$ cat src/hw/rtl/uart_frame_xor_deframer_macros.svh
// assertion helpers for the frame deframer
`ifndef UART_FRAME_XOR_DEFRAMER_MACROS_SVH
`define UART_FRAME_XOR_DEFRAMER_MACROS_SVH

`ifndef SYNTHESIS
// same-cycle implication
`define UFXD_ASSERT_IMP(lbl, clk, rst_n, ante, cons) \
    lbl: assert property (@(posedge clk) disable iff (!rst_n) (ante) |-> (cons)) \
        else $error("ufxd assertion failed");
// next-cycle implication
`define UFXD_ASSERT_NEXT(lbl, clk, rst_n, ante, cons) \
    lbl: assert property (@(posedge clk) disable iff (!rst_n) (ante) |=> (cons)) \
        else $error("ufxd assertion failed");
`else
`define UFXD_ASSERT_IMP(lbl, clk, rst_n, ante, cons)
`define UFXD_ASSERT_NEXT(lbl, clk, rst_n, ante, cons)
`endif

`endif

$ cat src/hw/rtl/ufxd_pkg.sv
`default_nettype none

package ufxd_pkg;

    // frame length must be below this
    localparam logic [7:0] LEN_LIMIT = 8'd100;

    // end marker after reset
    localparam logic [7:0] MARKER_RESET = 8'd10;

    // one result item
    typedef struct packed {
        logic [7:0] data;
        logic       pvalid;
        logic       last;
    } item_t;

endpackage

`default_nettype wire

$ cat src/hw/rtl/ufxd_ring.sv
`default_nettype none

module ufxd_ring #(
    parameter int DEPTH = 64,
    parameter int AW    = 6
) (
    input  wire logic          clk,
    input  wire logic          rst_n,
    input  wire logic          we,
    input  wire logic [AW-1:0] waddr,
    input  wire logic [7:0]    wdata,
    input  wire logic          re,
    input  wire logic [AW-1:0] raddr,
    output logic      [7:0]    rdata
);

    logic [7:0]       mem [DEPTH];
    logic [DEPTH-1:0] vld_reg;
    logic [7:0]       rraw_reg;
    logic             rvld_reg;

    always_ff @(posedge clk)
    begin
        if (we)
        begin
            mem[waddr] <= wdata;
        end
        if (re)
        begin
            rraw_reg <= mem[raddr];
        end
    end

    // entries never written read as zero
    always_ff @(posedge clk or negedge rst_n)
    begin
        if (!rst_n)
        begin
            vld_reg  <= '0;
            rvld_reg <= 1'b0;
        end
        else
        begin
            if (we)
            begin
                vld_reg[waddr] <= 1'b1;
            end
            if (re)
            begin
                rvld_reg <= vld_reg[raddr];
            end
        end
    end

    assign rdata = rvld_reg ? rraw_reg : 8'd0;

endmodule

`default_nettype wire

$ cat src/hw/rtl/ufxd_ctrl.sv
`default_nettype none

module ufxd_ctrl
    import ufxd_pkg::*;
#(
    parameter int RING_DEPTH = 64
) (
    input  wire logic                          clk,
    input  wire logic                          rst_n,
    input  wire logic                          in_valid,
    output logic                               in_stall,
    input  wire logic [7:0]                    rx_byte,
    input  wire logic [7:0]                    end_marker,
    output logic                               we,
    output logic [$clog2(RING_DEPTH)-1:0]      waddr,
    output logic [7:0]                         wdata,
    output logic                               re,
    output logic [$clog2(RING_DEPTH)-1:0]      raddr,
    input  wire logic [7:0]                    rdata,
    input  wire logic                          out_free,
    output logic                               emit_valid,
    output item_t                              emit_item
);

    localparam int AW = $clog2(RING_DEPTH);
    localparam logic [AW:0] DEPTH_W = (AW+1)'(RING_DEPTH);
    localparam logic [AW-1:0] LAST_IDX = AW'(RING_DEPTH - 1);
    localparam logic [8:0] LEN_FIT = 9'(RING_DEPTH);

    localparam logic [2:0] S_IDLE  = 3'd0;
    localparam logic [2:0] S_LEN   = 3'd1;
    localparam logic [2:0] S_CHK   = 3'd2;
    localparam logic [2:0] S_SUM   = 3'd3;
    localparam logic [2:0] S_EREAD = 3'd4;
    localparam logic [2:0] S_EPUT  = 3'd5;

    // base minus back, modulo the ring depth
    function automatic logic [AW-1:0] back_idx(input logic [AW-1:0] base,
                                                input logic [AW-1:0] back);
        logic [AW:0] s;
        s = {1'b0, base} + (DEPTH_W - {1'b0, back});
        if (s >= DEPTH_W)
        begin
            s = s - DEPTH_W;
        end
        return s[AW-1:0];
    endfunction

    function automatic logic [AW-1:0] inc_idx(input logic [AW-1:0] v);
        return (v == LAST_IDX) ? '0 : v + 1'b1;
    endfunction

    logic [2:0]    state_reg, state_next;
    logic [AW-1:0] wp_reg, wp_next;
    logic [AW-1:0] cnt_reg, cnt_next;
    logic [AW-1:0] endp_reg, endp_next;
    logic [AW-1:0] lenpos_reg, lenpos_next;
    logic [AW-1:0] len_reg, len_next;
    logic [AW-1:0] start_reg, start_next;
    logic [AW-1:0] ptr_reg, ptr_next;
    logic [AW-1:0] idx_reg, idx_next;
    logic [7:0]    chk_reg, chk_next;
    logic [7:0]    sum_reg, sum_next;

    logic          accept;
    logic [AW:0]   cnt_inc;
    logic [7:0]    sum_new;
    logic          is_last;

    assign in_stall = (state_reg != S_IDLE);
    assign accept   = in_valid && !in_stall;
    assign we       = accept;
    assign waddr    = wp_reg;
    assign wdata    = rx_byte;
    assign cnt_inc  = {1'b0, cnt_reg} + 1'b1;
    assign sum_new  = sum_reg ^ rdata;
    assign is_last  = (len_reg == '0) || ((idx_reg + 1'b1) == len_reg);

    assign emit_valid       = (state_reg == S_EPUT);
    assign emit_item.data   = (len_reg == '0) ? 8'd0 : rdata;
    assign emit_item.pvalid = (len_reg != '0);
    assign emit_item.last   = is_last;

    always_comb
    begin
        state_next  = state_reg;
        wp_next     = wp_reg;
        cnt_next    = cnt_reg;
        endp_next   = endp_reg;
        lenpos_next = lenpos_reg;
        len_next    = len_reg;
        start_next  = start_reg;
        ptr_next    = ptr_reg;
        idx_next    = idx_reg;
        chk_next    = chk_reg;
        sum_next    = sum_reg;
        re          = 1'b0;
        raddr       = ptr_reg;

        unique case (state_reg)
            S_IDLE:
            begin
                if (accept)
                begin
                    if (cnt_inc >= DEPTH_W)
                    begin
                        // store full: start over at position zero
                        cnt_next = '0;
                        wp_next  = '0;
                    end
                    else
                    begin
                        cnt_next = cnt_inc[AW-1:0];
                        wp_next  = inc_idx(wp_reg);
                        if (rx_byte == end_marker)
                        begin
                            endp_next   = wp_reg;
                            lenpos_next = back_idx(wp_reg, AW'(2));
                            re          = 1'b1;
                            raddr       = back_idx(wp_reg, AW'(2));
                            state_next  = S_LEN;
                        end
                    end
                end
            end
            S_LEN:
            begin
                if ((rdata < LEN_LIMIT) && (({1'b0, rdata} + 9'd3) <= LEN_FIT))
                begin
                    len_next   = rdata[AW-1:0];
                    start_next = back_idx(lenpos_reg, rdata[AW-1:0]);
                    ptr_next   = back_idx(lenpos_reg, rdata[AW-1:0]);
                    re         = 1'b1;
                    raddr      = back_idx(endp_reg, AW'(1));
                    state_next = S_CHK;
                end
                else
                begin
                    state_next = S_IDLE;
                end
            end
            S_CHK:
            begin
                chk_next   = rdata;
                re         = 1'b1;
                raddr      = ptr_reg;
                ptr_next   = inc_idx(ptr_reg);
                idx_next   = '0;
                sum_next   = 8'd0;
                state_next = S_SUM;
            end
            S_SUM:
            begin
                sum_next = sum_new;
                if (idx_reg == len_reg)
                begin
                    if (sum_new == chk_reg)
                    begin
                        cnt_next   = '0;
                        idx_next   = '0;
                        ptr_next   = start_reg;
                        state_next = (len_reg == '0) ? S_EPUT : S_EREAD;
                    end
                    else
                    begin
                        state_next = S_IDLE;
                    end
                end
                else
                begin
                    idx_next = idx_reg + 1'b1;
                    re       = 1'b1;
                    raddr    = ptr_reg;
                    ptr_next = inc_idx(ptr_reg);
                end
            end
            S_EREAD:
            begin
                re         = 1'b1;
                raddr      = ptr_reg;
                ptr_next   = inc_idx(ptr_reg);
                state_next = S_EPUT;
            end
            S_EPUT:
            begin
                if (out_free)
                begin
                    if (is_last)
                    begin
                        state_next = S_IDLE;
                    end
                    else
                    begin
                        idx_next   = idx_reg + 1'b1;
                        state_next = S_EREAD;
                    end
                end
            end
            default:
            begin
                state_next = S_IDLE;
            end
        endcase
    end

    always_ff @(posedge clk or negedge rst_n)
    begin
        if (!rst_n)
        begin
            state_reg <= S_IDLE;
            wp_reg    <= '0;
            cnt_reg   <= '0;
        end
        else
        begin
            state_reg <= state_next;
            wp_reg    <= wp_next;
            cnt_reg   <= cnt_next;
        end
    end

    always_ff @(posedge clk)
    begin
        endp_reg   <= endp_next;
        lenpos_reg <= lenpos_next;
        len_reg    <= len_next;
        start_reg  <= start_next;
        ptr_reg    <= ptr_next;
        idx_reg    <= idx_next;
        chk_reg    <= chk_next;
        sum_reg    <= sum_next;
    end

endmodule

`default_nettype wire

$ cat src/hw/rtl/uart_frame_xor_deframer.sv
// uart_frame_xor_deframer: checks length/xor framed byte streams and emits the payload
// input channel: rx_byte with in_valid/in_stall, one received byte per transaction
// output channel: payload_byte, payload_valid, last with out_valid/out_stall
// config channel: cfg_data with cfg_valid/cfg_ready sets the end marker (reset 10);
//   cfg_ready is always high, write only while the block is idle
// frame: payload bytes, length L, xor of payload and L, end marker
// every byte is written into a RING_DEPTH entry ring memory;
//   a byte that is not an end marker leaves the block ready the next cycle
// an end marker starts a walk over the ring through its single read port:
//   length read, checksum read, then L+1 reads for the xor, one per cycle
// a good frame is then read out again byte by byte
//   (read, then hand to the output register); an empty frame gives one item
//   with payload_valid low and last high
// busy after an end marker: the walk and, for a good frame, the readout, which
//   waits while out_stall holds it; a checksum mismatch ends after the xor reads,
//   an out-of-range length after the length read; in_stall is high meanwhile
// the output register holds a transaction while out_stall is high and the
//   readout waits; a new byte is taken while the last item still sits there
// reset clears the write pointer, the byte count and the per-entry valid bits of
//   the ring (unwritten entries read as zero); no clearing pass is needed
`default_nettype none

`include "uart_frame_xor_deframer_macros.svh"

module uart_frame_xor_deframer
    import ufxd_pkg::*;
#(
    parameter int RING_DEPTH = 64
) (
    input  wire logic       clk,
    input  wire logic       rst_n,
    input  wire logic       in_valid,
    output logic            in_stall,
    input  wire logic [7:0] rx_byte,
    output logic            out_valid,
    input  wire logic       out_stall,
    output logic [7:0]      payload_byte,
    output logic            payload_valid,
    output logic            last,
    input  wire logic       cfg_valid,
    output logic            cfg_ready,
    input  wire logic [7:0] cfg_data
);

    localparam int AW = $clog2(RING_DEPTH);

    // ring memory port
    logic          we;
    logic [AW-1:0] waddr;
    logic [7:0]    wdata;
    logic          re;
    logic [AW-1:0] raddr;
    logic [7:0]    rdata;

    // end marker register
    logic [7:0]    marker_reg;

    // output register
    logic          ovalid_reg;
    item_t         oitem_reg;

    logic          out_free;
    logic          emit_valid;
    item_t         emit_item;

    assign cfg_ready = 1'b1;

    always_ff @(posedge clk or negedge rst_n)
    begin
        if (!rst_n)
        begin
            marker_reg <= MARKER_RESET;
        end
        else if (cfg_valid && cfg_ready)
        begin
            marker_reg <= cfg_data;
        end
    end

    ufxd_ring #(
        .DEPTH (RING_DEPTH),
        .AW    (AW)
    ) u_ring (
        .clk   (clk),
        .rst_n (rst_n),
        .we    (we),
        .waddr (waddr),
        .wdata (wdata),
        .re    (re),
        .raddr (raddr),
        .rdata (rdata)
    );

    ufxd_ctrl #(
        .RING_DEPTH (RING_DEPTH)
    ) u_ctrl (
        .clk        (clk),
        .rst_n      (rst_n),
        .in_valid   (in_valid),
        .in_stall   (in_stall),
        .rx_byte    (rx_byte),
        .end_marker (marker_reg),
        .we         (we),
        .waddr      (waddr),
        .wdata      (wdata),
        .re         (re),
        .raddr      (raddr),
        .rdata      (rdata),
        .out_free   (out_free),
        .emit_valid (emit_valid),
        .emit_item  (emit_item)
    );

    // free when empty or being taken this cycle
    assign out_free = !ovalid_reg || !out_stall;

    always_ff @(posedge clk or negedge rst_n)
    begin
        if (!rst_n)
        begin
            ovalid_reg <= 1'b0;
        end
        else if (out_free)
        begin
            ovalid_reg <= emit_valid;
        end
    end

    always_ff @(posedge clk)
    begin
        if (out_free && emit_valid)
        begin
            oitem_reg <= emit_item;
        end
    end

    assign out_valid     = ovalid_reg;
    assign payload_byte  = oitem_reg.data;
    assign payload_valid = oitem_reg.pvalid;
    assign last          = oitem_reg.last;

    // an empty-frame item always closes its frame
    `UFXD_ASSERT_IMP(a_empty_is_last, clk, rst_n, out_valid && !payload_valid, last)
    // readout never overlaps byte intake
    `UFXD_ASSERT_IMP(a_emit_blocks_in, clk, rst_n, emit_valid, in_stall)
    // a byte just taken cannot produce an item in the next cycle
    `UFXD_ASSERT_NEXT(a_no_early_emit, clk, rst_n, in_valid && !in_stall, !emit_valid)

endmodule

`default_nettype wire

$ cat config.mk
export PLATFORM = sky130hd
export DESIGN_NAME = uart_frame_xor_deframer
export DESIGN_NICKNAME = d
export VERILOG_FILES = /design/src/hw/rtl/ufxd_pkg.sv /design/src/hw/rtl/ufxd_ring.sv /design/src/hw/rtl/ufxd_ctrl.sv /design/src/hw/rtl/uart_frame_xor_deframer.sv
export VERILOG_INCLUDE_DIRS = /design/src /design/src/hw/rtl
export SDC_FILE = /design/constraint.sdc
export NUM_CORES = 1
export LEC_CHECK = 0
export BUFFER_PORTS_ARGS = -buffer_cell sky130_fd_sc_hd__buf_2
export CORE_MARGIN = 2
export CORE_UTILIZATION = 60
export DETAILED_ROUTE_END_ITERATION = 10
export GPL_TIMING_DRIVEN = 0
export HOLD_SLACK_MARGIN = 0.1
export PLACE_DENSITY = 0.81
export SLEW_MARGIN = 20
export SYNTH_ARGS = -nofsm -noshare
export SYNTH_HDL_FRONTEND = slang
export SYNTH_SLANG_ARGS = --single-unit
$ cat constraint.sdc
create_clock -name clk -period 7.6 [get_ports clk]
set_input_delay 0.76 -clock clk [delete_from_list [all_inputs] [get_ports clk]]
set_output_delay 0.76 -clock clk [all_outputs]
set_load 0.005 [all_outputs]
# --- Word-level counts from Yosys, hierarchy flattened ---
# Memory sizes are Yosys's and may differ from the RTL's. A register that Yosys moved wholly into a read port is not among the register bits.
# Index checks and enable logic that the tools add are counted.
op_classes:
  n_bitwise: 3
  magnitude_cmp: 9
  reduce_logical: 25
  mux: 48
  n_addsub: 12
  eq_ne: 20
ops:
  columns: ["op", "count"]
  rows:
  - ["$mux 6", 20]
  - ["$or 64x64->64", 1]
  - ["$pmux 6 s3", 2]
  - ["$ge 7x7->1 const B", 4]
  - ["$pmux 6 s2", 2]
  - ["$mux 3", 7]
  - ["$add 6x1->6 const B", 3]
  - ["$pmux 3 s6", 1]
  - ["$sub 6x1->6 const B", 3]
  - ["$eq 8x8->1", 2]
  - ["$pmux 8 s2", 1]
  - ["$add 6x6->7 const B", 2]
  - ["$lt 6x7->1 const B", 2]
  - ["$eq 6x6->1", 2]
  - ["$eq 6x6->1 const B", 2]
  - ["$reduce_and 4->1", 3]
  - ["$mux 1", 10]
  - ["$ne 2x1->1 const B", 5]
  - ["$add 8x2->9 const B", 1]
  - ["$le 9x7->1 const B", 1]
  - ["$reduce_bool 3->1", 3]
  - ["$lt 8x7->1 const B", 1]
  - ["$mux 8", 1]
  - ["$xor 8x8->8", 1]
  - ["25 further kinds", 37]
totals:
  wordCells: 136
  ram_bits: 512
  regBits: 151
  mem_count: 1
memory_table:
  columns: ["name", "depth", "width", "rd", "rd_clocked_by_memory_dff", "wr", "line", "text"]
  rows:
  - ["u_ring.mem", 64, 8, 1, 1, 1, "ufxd_ring.sv:17", "logic [7:0] mem [DEPTH];"]

# --- Longest topological paths before layout ---
# Gate-level depths: netlist of the first run.
depth:
  ltp_word: 9
  ltp_mapped: 15
  ltp_nobuf: 11

# --- Hierarchy ---
# Synthesis of the first run repeated with hierarchy kept, for this count alone.
hier_totals:
  hier_cells: 1518
  hier_area_um2: 27286.2
by_module_without_submodules:
  columns: ["module", "cells_per_inst", "area_per_inst_um2", "seq_area_each_um2", "instances"]
  rows:
  - ["ufxd_ring", 1133, 22688.0, 17241.5, 1]
  - ["ufxd_ctrl", 352, 3908.7, 1906.8, 1]
  - ["uart_frame_xor_deframer", 33, 689.4, 528.0, 1]

# --- Least setup slack after synthesis of the first run ---
# Ideal clock, no wire load.
synth_timing:
  kind: "input to register"
  start: "input port rx_byte[1]"
  end: "register u_ring.rraw_reg[2] (read register of u_ring.mem) (data pin)"
  setup_ps: 272
  path_slack_ps: 4034
  arrival_ps: 3294
  cell_stages: 12
  required_time_ps: 7328
  cell_sequence: "xnor2_1 > nand4_1 > or4_1 > and3_1 > buf_2 > buf_6 > buf_2 > nand2_1 > nand3_1 > a32oi_1 > a31oi_1 > or4_1"
synth_between:
  elab_chain_len: 5
  word_cells_on_any_way: 9
synth_rtl:
  columns: ["element", "line", "text"]
  rows:
  - ["start, declared", "uart_frame_xor_deframer.sv:34", "input wire logic [7:0] rx_byte,"]
  - ["$eq 8x8->1 (*)", "ufxd_ctrl.sv:115", "if (rx_byte == end_marker)"]
  - ["$mux 1 / $mux 6 (equally long branches)", "ufxd_ctrl.sv:115", null]
  - ["$mux 1 / $mux 6 (equally long branches)", "ufxd_ctrl.sv:105", "if (cnt_inc >= DEPTH_W)"]
  - ["$mux 1 / $mux 6 (equally long branches)", "ufxd_ctrl.sv:103", "if (accept)"]
  - ["$pmux 1 s4 / $pmux 6 s2 (equally long branches)", "ufxd_ctrl.sv:100", "unique case (state_reg)"]
  - ["end, declared", "ufxd_ring.sv:19", "logic [7:0] rraw_reg;"]
# Every way passes the cells marked *; elsewhere a longest branch is shown, timed or not.
# A chain may end at the register's enable or synchronous reset.

# --- Worst setup path after layout of the first run ---
layout_timing:
  start: "input port rx_byte[6]"
  end: "register u_ring.rraw_reg[3] (read register of u_ring.mem) (data pin)"
# The elaborated chain is that of the path after synthesis.

==> results of run 1 <==
==> routing by layer <==
metal,routed length [um],up-vias
met5,0,-
met4,3940,0
met3,7240,220
met2,34400,1148
met1,27200,9090
li1,-,8021
==> placed cells by master (no fill, tap or decap), types with 25 or more instances in the layout <==
| cell | instances |
|---|---|
| nand3_1 | 280 |
| a32oi_1 | 33 |
| mux2i_1 | 121 |
| edfxtp_1 | 581 |
| a31oi_1 | 39 |
| clkbuf_1 | 78 |
| xnor2_1 | 28 |
| nor2_1 | 109 |
| xor2_1 | 28 |
| dfrtp_1 | 87 |
| o21ai_0 | 25 |
| buf_2 | 57 |
| nand2_1 | 444 |
| clkbuf_16 | 71 |
| or2_2 | 64 |
==> layout make-up <==
cell class | instances | share of cell area [%]
flip-flops and latches | 670 | 63.4
multi-input cells | 1328 | 24.5
clock buffers | 92 | 6.05
repair buffers | 34 | 0.787
well taps | 600 | 2.42
plain buffers | 114 | 1.63
inverters | 24 | 0.290
clock inverters | 30 | 0.883
==> cells by family after synthesis <==
kind of cell / after synthesis / synth area share (%)
buf+inv: 138 / 2.13
compound gates: 154 / 4.18
flops: 670 / 70.6
mux: 137 / 4.99
simple gates: 964 / 15.6
xor+xnor: 56 / 1.76
fa+ha+maj: 16 / 0.710
other cells: 1 / 0.0135
==> worst register-to-register path: stages (launching register included) <==
cell       delay (ns)
dfrtp_1          0.36
buf_4            0.16
and2_1           0.25
inv_1            0.21
o2111ai_1        0.34
inv_1            0.63
nand2b_1         0.15
nand3_1          0.46
buf_2            0.38
clkbuf_1         0.53
nand3_1          0.21
a32oi_1          0.40
a31oi_1          0.26
or4_1            0.55
==> where the power goes <==
part	total, mW	leakage [nW]	internal [mW]	switching [mW]
clock	3.25	1.06	1.90	1.35
sequential	4.47	6.45	4.32	0.148
combinational	5.54	4.03	1.64	3.90
==> final timing paths <==
check / startpoint / to
setup / recovery: rx_byte[6] / u_ring.rraw_reg[3]$_DFFE_PP_
hold / removal: cfg_data[6] / marker_reg[6]$_DFFE_PN0P_
setup reg to reg: u_ring.rvld_reg$_DFFE_PN0P_ / u_ring.rraw_reg[3]$_DFFE_PP_
hold reg to reg: u_ring.vld_reg[7]$_DFFE_PN0P_ / u_ring.vld_reg[7]$_DFFE_PN0P_
max in group asynchronous: rst_n / marker_reg[3]$_DFFE_PN1P_
min in group asynchronous: rst_n / u_ring.vld_reg[21]$_DFFE_PN0P_
==> metrics by stage <==
step           setup slack [ns]  hold slack [ns]  cells  total power [mW]
2_1_floorplan              4.03            0.427   2136              7.95
3_3_place_gp               1.47            0.442   2767              9.67
3_5_place_dp               1.68            0.454   2769              9.84
4_1_cts                    2.24            0.382   2892              13.1
5_1_grt                    1.98            0.400   2892              13.7
6_report                   2.01            0.399   2892              13.3
==> impl_metrics.env, run 1 <==
export IMPL_io_buffers=31
export IMPL_firstDrtPassIters=6
export IMPL_area_growth_pct=11.3
export IMPL_crit_path_top_delay_cell="or4_1"
export IMPL_vias=18500
export IMPL_worstPathMaxFanout=39
export IMPL_hold_buffers=1
export IMPL_clockBufferDepth=3
export IMPL_cts_setup_buffers=0
export IMPL_synthArstFlopShare_pct=13.3
export IMPL_p_per_area_nw_per_um2=428
export IMPL_netlist_instances=2136
export IMPL_status="completed"
export IMPL_multi_input_area_um2=7600
export IMPL_avgRoutedWirePerCell_um=25.2
export IMPL_globalplace_congestion=0.984
export IMPL_critPathTopFamily="simple AND/OR/NAND/NOR gates"
export IMPL_regArea_um2=19700
export IMPL_rrSetupSlack_ns=2.41
export IMPL_fmax_mhz=179
export IMPL_min_period_ns=5.59
export IMPL_cts_num_sinks=670
export IMPL_cp_end_kind="flip-flop"
export IMPL_drc_errors=0
export IMPL_routed_wl_um=72800
export IMPL_skew_ns=0.0160
export IMPL_critPathBufInv=4
export IMPL_fillers=3057
export IMPL_synthTopCellsByCount="edfxtp_1 (581), nand2_1 (444), nand3_1 (280)"
export IMPL_slew_headroom_pct=25.8
export IMPL_fin_crit_sh_pct=73.5
export IMPL_min_path_cells=2
export IMPL_worstRegToRegCells=13
export IMPL_core_um2=45600
export IMPL_maxCapViolations=0
export IMPL_max_vdd_ir_drop_mv=0.280
export IMPL_ys_seq_area_share_pct=70.6
export IMPL_antenna_cells=0
export IMPL_tightest_slew_ns=1.11
export IMPL_worstSetupPathDepth=12
export IMPL_cts_tree="done"
export IMPL_num_nets_final=2275
export IMPL_finalHoldViolations=0
export IMPL_syn_area_um2=27900
export IMPL_vias_per_cell=6.39
export IMPL_synthTopCellsByArea="edfxtp_1 (63%), dfrtp_1 (7.8%), nand2_1 (6.0%)"
export IMPL_slew_violations=0
export IMPL_yosys_warnings=0
export IMPL_synth_edf_count=581
export IMPL_ctsResizeCount=0
export IMPL_die_x_um=219
export IMPL_synth_avg_cell_area_um2=13.0
export IMPL_cts_buffers_inserted=67
export IMPL_h_tree_depth=3
export IMPL_top_usage_layer="met2"
export IMPL_die_area_um2=48200
export IMPL_root_buffer="clkbuf_16"
export IMPL_setup_viol=0
export IMPL_dpl_cell_area_um2=28900
export IMPL_synth_top_cell_area_share_pct=62.6
export IMPL_ys_ff_latch=670
export IMPL_grt_pass1_vias=18200
export IMPL_grt_pass1_wl_um=108000
export IMPL_rsz0062_at_grt="no"
export IMPL_ys_flop_type="edfxtp_1"
export IMPL_ant_nets=0
export IMPL_grt_max_degree=77
export IMPL_yosysMostFrequentCell="edfxtp_1"
export IMPL_grt_overflow=0
export IMPL_worst_ep_required_time_ns=7.90
export IMPL_hpwl_um=46800
export IMPL_antenna_found_initial=0
export IMPL_yosys_area_top_type="edfxtp_1"
export IMPL_clk_latency_ns=0.60
export IMPL_met3_usage_pct=5.74
export IMPL_crit_type="primary input to flip-flop"
export IMPL_critical_path_cell_chain="buf_2, buf_16, xnor2_1, nand4_1, or4_1, nand3_1, clkbuf_1, clkbuf_1, nand3_1, nand3_1, a31oi_1, or4_1"
export IMPL_critPathMaxStageDelay_ns=0.70
export IMPL_cp_common_cell="nand3_1"
export IMPL_ios=34
export IMPL_fin_util_pct=68.1
export IMPL_fin_area_um2=31000
export IMPL_grt_met2_usage_pct=49.4
export IMPL_syn_nets=2172
export IMPL_critical_path_startpoint_type="primary input"
export IMPL_initial_core_util_pct=61.1
export IMPL_use_met1_pct=40.2
export IMPL_p_leak_nw=11.5
export IMPL_grt_usage_pct=30.7
export IMPL_die_h_um=219
export IMPL_hp_class="primary input to flip-flop"
export IMPL_clk_pin_slew_worst_paths_ns=0.06
export IMPL_placementRows=78
export IMPL_layout_drive_gt1_share_pct=11.6
export IMPL_tns_ns=0
export IMPL_first_iter_violations=2385
export IMPL_yosysUniqueCellTypes=70
export IMPL_crit_arrival_ns=5.89
export IMPL_largest_reg_flops=512
(Power assumes the default switching activity.)
==> inputs of run 2 (changes only) <==
--- a/config.mk
+++ b/config.mk
@@ -8,7 +8,7 @@
 export LEC_CHECK = 0
 export BUFFER_PORTS_ARGS = -buffer_cell sky130_fd_sc_hd__buf_2
 export CORE_MARGIN = 2
-export CORE_UTILIZATION = 60
+export CORE_UTILIZATION = 57
 export DETAILED_ROUTE_END_ITERATION = 10
 export GPL_TIMING_DRIVEN = 0
 export HOLD_SLACK_MARGIN = 0.1
==> constraint.sdc (replaced) <==
create_clock -name clk -period 4.6 [get_ports clk]
set_input_delay 0.46 -clock clk [delete_from_list [all_inputs] [get_ports clk]]
set_output_delay 0.46 -clock clk [all_outputs]
set_load 0.005 [all_outputs]
==> run 2 against run 1 <==
  * The flow now finishes with violations (setup timing)
  * Clock skew increased by 0.0053 ns
  * Sequential share of layout area decreased by 0.35 points
  * Flip-flop and latch count unchanged
  * First-iteration DRC count increased by 11%
  * Clock power increased by 58%
  * Die area increased by 5.2%
  * Non-clock buffer count increased by 17
  * Core utilization decreased by 3.8 points
  * Critical path depth decreased by 1
  * Critical endpoint is now u_ring.rraw_reg[2]$_DFFE_PP_
  * Largest power group unchanged
==> impl_metrics.env, run 2 (synthesis results as in run 1) <==
export IMPL_r2r_start="u_ctrl.state_reg[0]$_DFFE_PN0P_"
export IMPL_hp_class="primary input to flip-flop"
export IMPL_initial_core_util_pct=57.4
export IMPL_regToRegEndpoint="u_ring.rraw_reg[2]$_DFFE_PP_"
export IMPL_skew_ns=0.0213
export IMPL_ios=34
export IMPL_critical_path_startpoint_type="flip-flop"
export IMPL_routed_wl_um=73000
export IMPL_first_iter_violations=2659
export IMPL_hold_path_endpoint="out_valid$_DFFE_PN0P_"
export IMPL_cp_end_kind="flip-flop"
export IMPL_p_clk_share_pct=23.5
export IMPL_die_h_um=225
export IMPL_p_seq_share_pct=34.0
export IMPL_hpwl_um=46600
export IMPL_core_um2=48500
export IMPL_clockBufferDepth=3
export IMPL_grt_usage_pct=29.0
export IMPL_grt_max_degree=78
export IMPL_fin_util_pct=64.2
export IMPL_ant_nets=0
export IMPL_cts_tree="done"
export IMPL_die_area_um2=50700
export IMPL_hp_start="out_stall"
export IMPL_vias=18600
export IMPL_p_int_mw=12.7
export IMPL_worstRegToRegCells=11
export IMPL_grt_overflow=0
export IMPL_min_path_cells=3
export IMPL_num_nets_final=2293
export IMPL_vias_per_cell=6.35
export IMPL_cts_num_sinks=670
export IMPL_worst_ep_required_time_ns=5.03
export IMPL_maxCapViolations=0
export IMPL_rrSetupSlack_ns=-0.06
export IMPL_place_ws_ns=-0.984
export IMPL_largest_reg_flops=512
export IMPL_min_period_ns=4.66
export IMPL_max_vdd_ir_drop_mv=0.403
export IMPL_cts_buffers_inserted=68
export IMPL_grt_pass1_vias=18100
export IMPL_slew_headroom_pct=24.0
export IMPL_fmax_mhz=215
export IMPL_final_cell_mix="edfxtp_1 (581), nand2_1 (444), nand3_1 (278), mux2i_1 (121), nor2_1 (108)"
export IMPL_p_leak_nw=11.6
export IMPL_crit_arrival_ns=5.09
export IMPL_slew_violations=0
export IMPL_tns_ns=-0.0570
export IMPL_dpl_cell_area_um2=28900
export IMPL_p_per_area_nw_per_um2=698
export IMPL_fin_area_um2=31200
export IMPL_rsz0062_at_grt="yes"
export IMPL_root_buffer="clkbuf_16"
export IMPL_comb_power_share_pct=42.5
export IMPL_hold_ws_ns=0.128
export IMPL_worst_slack_ns=-0.0570
export IMPL_switching_share_pct=41.4
export IMPL_tightest_slew_ns=1.14
export IMPL_finalPower_mw=21.8
export IMPL_die_x_um=225
export IMPL_stdcell_count=2933
export IMPL_worstPathMaxFanout=10
export IMPL_mostFrequentLayoutCell="edfxtp_1"
export IMPL_dp_cells=2790
export IMPL_placementRows=81
export IMPL_status="complete, but fails checks"
export IMPL_grt_pass1_wl_um=108000
export IMPL_setup_worst_path_start="u_ctrl.state_reg[0]$_DFFE_PN0P_"
export IMPL_clk_latency_ns=0.61
export IMPL_violations="setup timing"
export IMPL_crit_type="flip-flop to flip-flop"
export IMPL_drc_errors=0
export IMPL_antenna_found_initial=2
export IMPL_fin_crit_sh_pct=101
export IMPL_h_tree_depth=3
export IMPL_p_switching_mw=9.02
export IMPL_setup_viol=1
export IMPL_finalHoldViolations=0
export IMPL_clk_pin_slew_worst_paths_ns=0.06
export IMPL_layout_drive_gt1_share_pct=12.5
export IMPL_firstDrtPassIters=9
export IMPL_io_buffers=31
export IMPL_avgRoutedWirePerCell_um=24.9
export IMPL_globalplace_congestion=0.973
export IMPL_area_growth_pct=11.9
-- run 2: cell types whose count changed in the layout (fill, tap and decap cells not counted), moves of 3 or more --
cell,previous run,this run
clkbuf_2,0,6
clkbuf_1,78,70
buf_6,3,11
buf_4,12,15
bufinv_16,5,0
buf_2,57,52
dlygate4sd3_1,1,9
clkinv_1,9,13
-- run 2: worst max path at each step --
stage / end / slack, ns
5_1_grt: u_ring.rraw_reg[2]$_DFFE_PP_ / 0.02
3_3_place_gp: u_ring.rraw_reg[2]$_DFFE_PP_ / -1.31
3_5_place_dp: u_ring.rraw_reg[2]$_DFFE_PP_ / -0.98
4_1_cts: u_ring.rraw_reg[2]$_DFFE_PP_ / -0.04
2_1_floorplan: u_ring.rraw_reg[2]$_DFFE_PP_ / 1.30
6_report: u_ring.rraw_reg[2]$_DFFE_PP_ / -0.06
-- run 2: layout make-up --
| cell class | count | area [um2] |
|---|---|---|
| Fill cell | 3333 | 17400 |
| Tap cell | 622 | 778 |
| Clock buffer | 88 | 1840 |
| Timing Repair Buffer | 51 | 429 |
| Multi-Input combinational cell | 1328 | 7650 |
| Sequential cell | 670 | 19700 |
| Buffer | 114 | 522 |
| Clock inverter | 35 | 195 |
| Antenna cell | 1 | 2.50 |
| Inverter | 24 | 90.1 |
-- run 2: what timing repair did --
item,4_1_cts,5_1_grt
resized for setup,15,19
endpoints found under the hold margin,95,0
buffers inserted,0,10
hold buffers,9,0
setup endpoints to repair,8,9
pin swaps,0,3
-- run 2: critical path, stage by stage (launching register included) --
cell and delay [ns]:
dfrtp_1 0.35, clkbuf_1 0.25, or4b_1 0.52, buf_2 0.19
a31oi_4 0.24, a31oi_4 0.21, a221o_2 0.51, nor2_2 0.49
clkbuf_1 0.57, a32oi_1 0.31, a31oi_1 0.55, or4_1 0.28
-- run 2: power groups by stage --
| stage | registers, mW | clock network, mW | logic [mW] |
|---|---|---|---|
| after global routing | 7.42 | 5.36 | 9.70 |
| after CTS | 7.38 | 5.12 | 8.90 |
| final | 7.39 | 5.12 | 9.24 |
| after global placement | 7.48 | 0 | 8.49 |
| after detailed placement | 7.50 | 0 | 8.77 |
| after floorplan | 7.42 | 0 | 5.71 |
-- run 2: metal layers --
| metal | share of wire (%) | track usage, % | routed length [um] | vias to the layer above |
|---|---|---|---|---|
| li1 | - | - | - | 8031 |
| met1 | 36 | 37.0 | 26600 | 9054 |
| met2 | 46 | 46.2 | 33800 | 1269 |
| met3 | 11 | 6.69 | 7990 | 264 |
| met4 | 6.3 | 16.5 | 4580 | 0 |
| met5 | 0 | 0 | 0 | - |
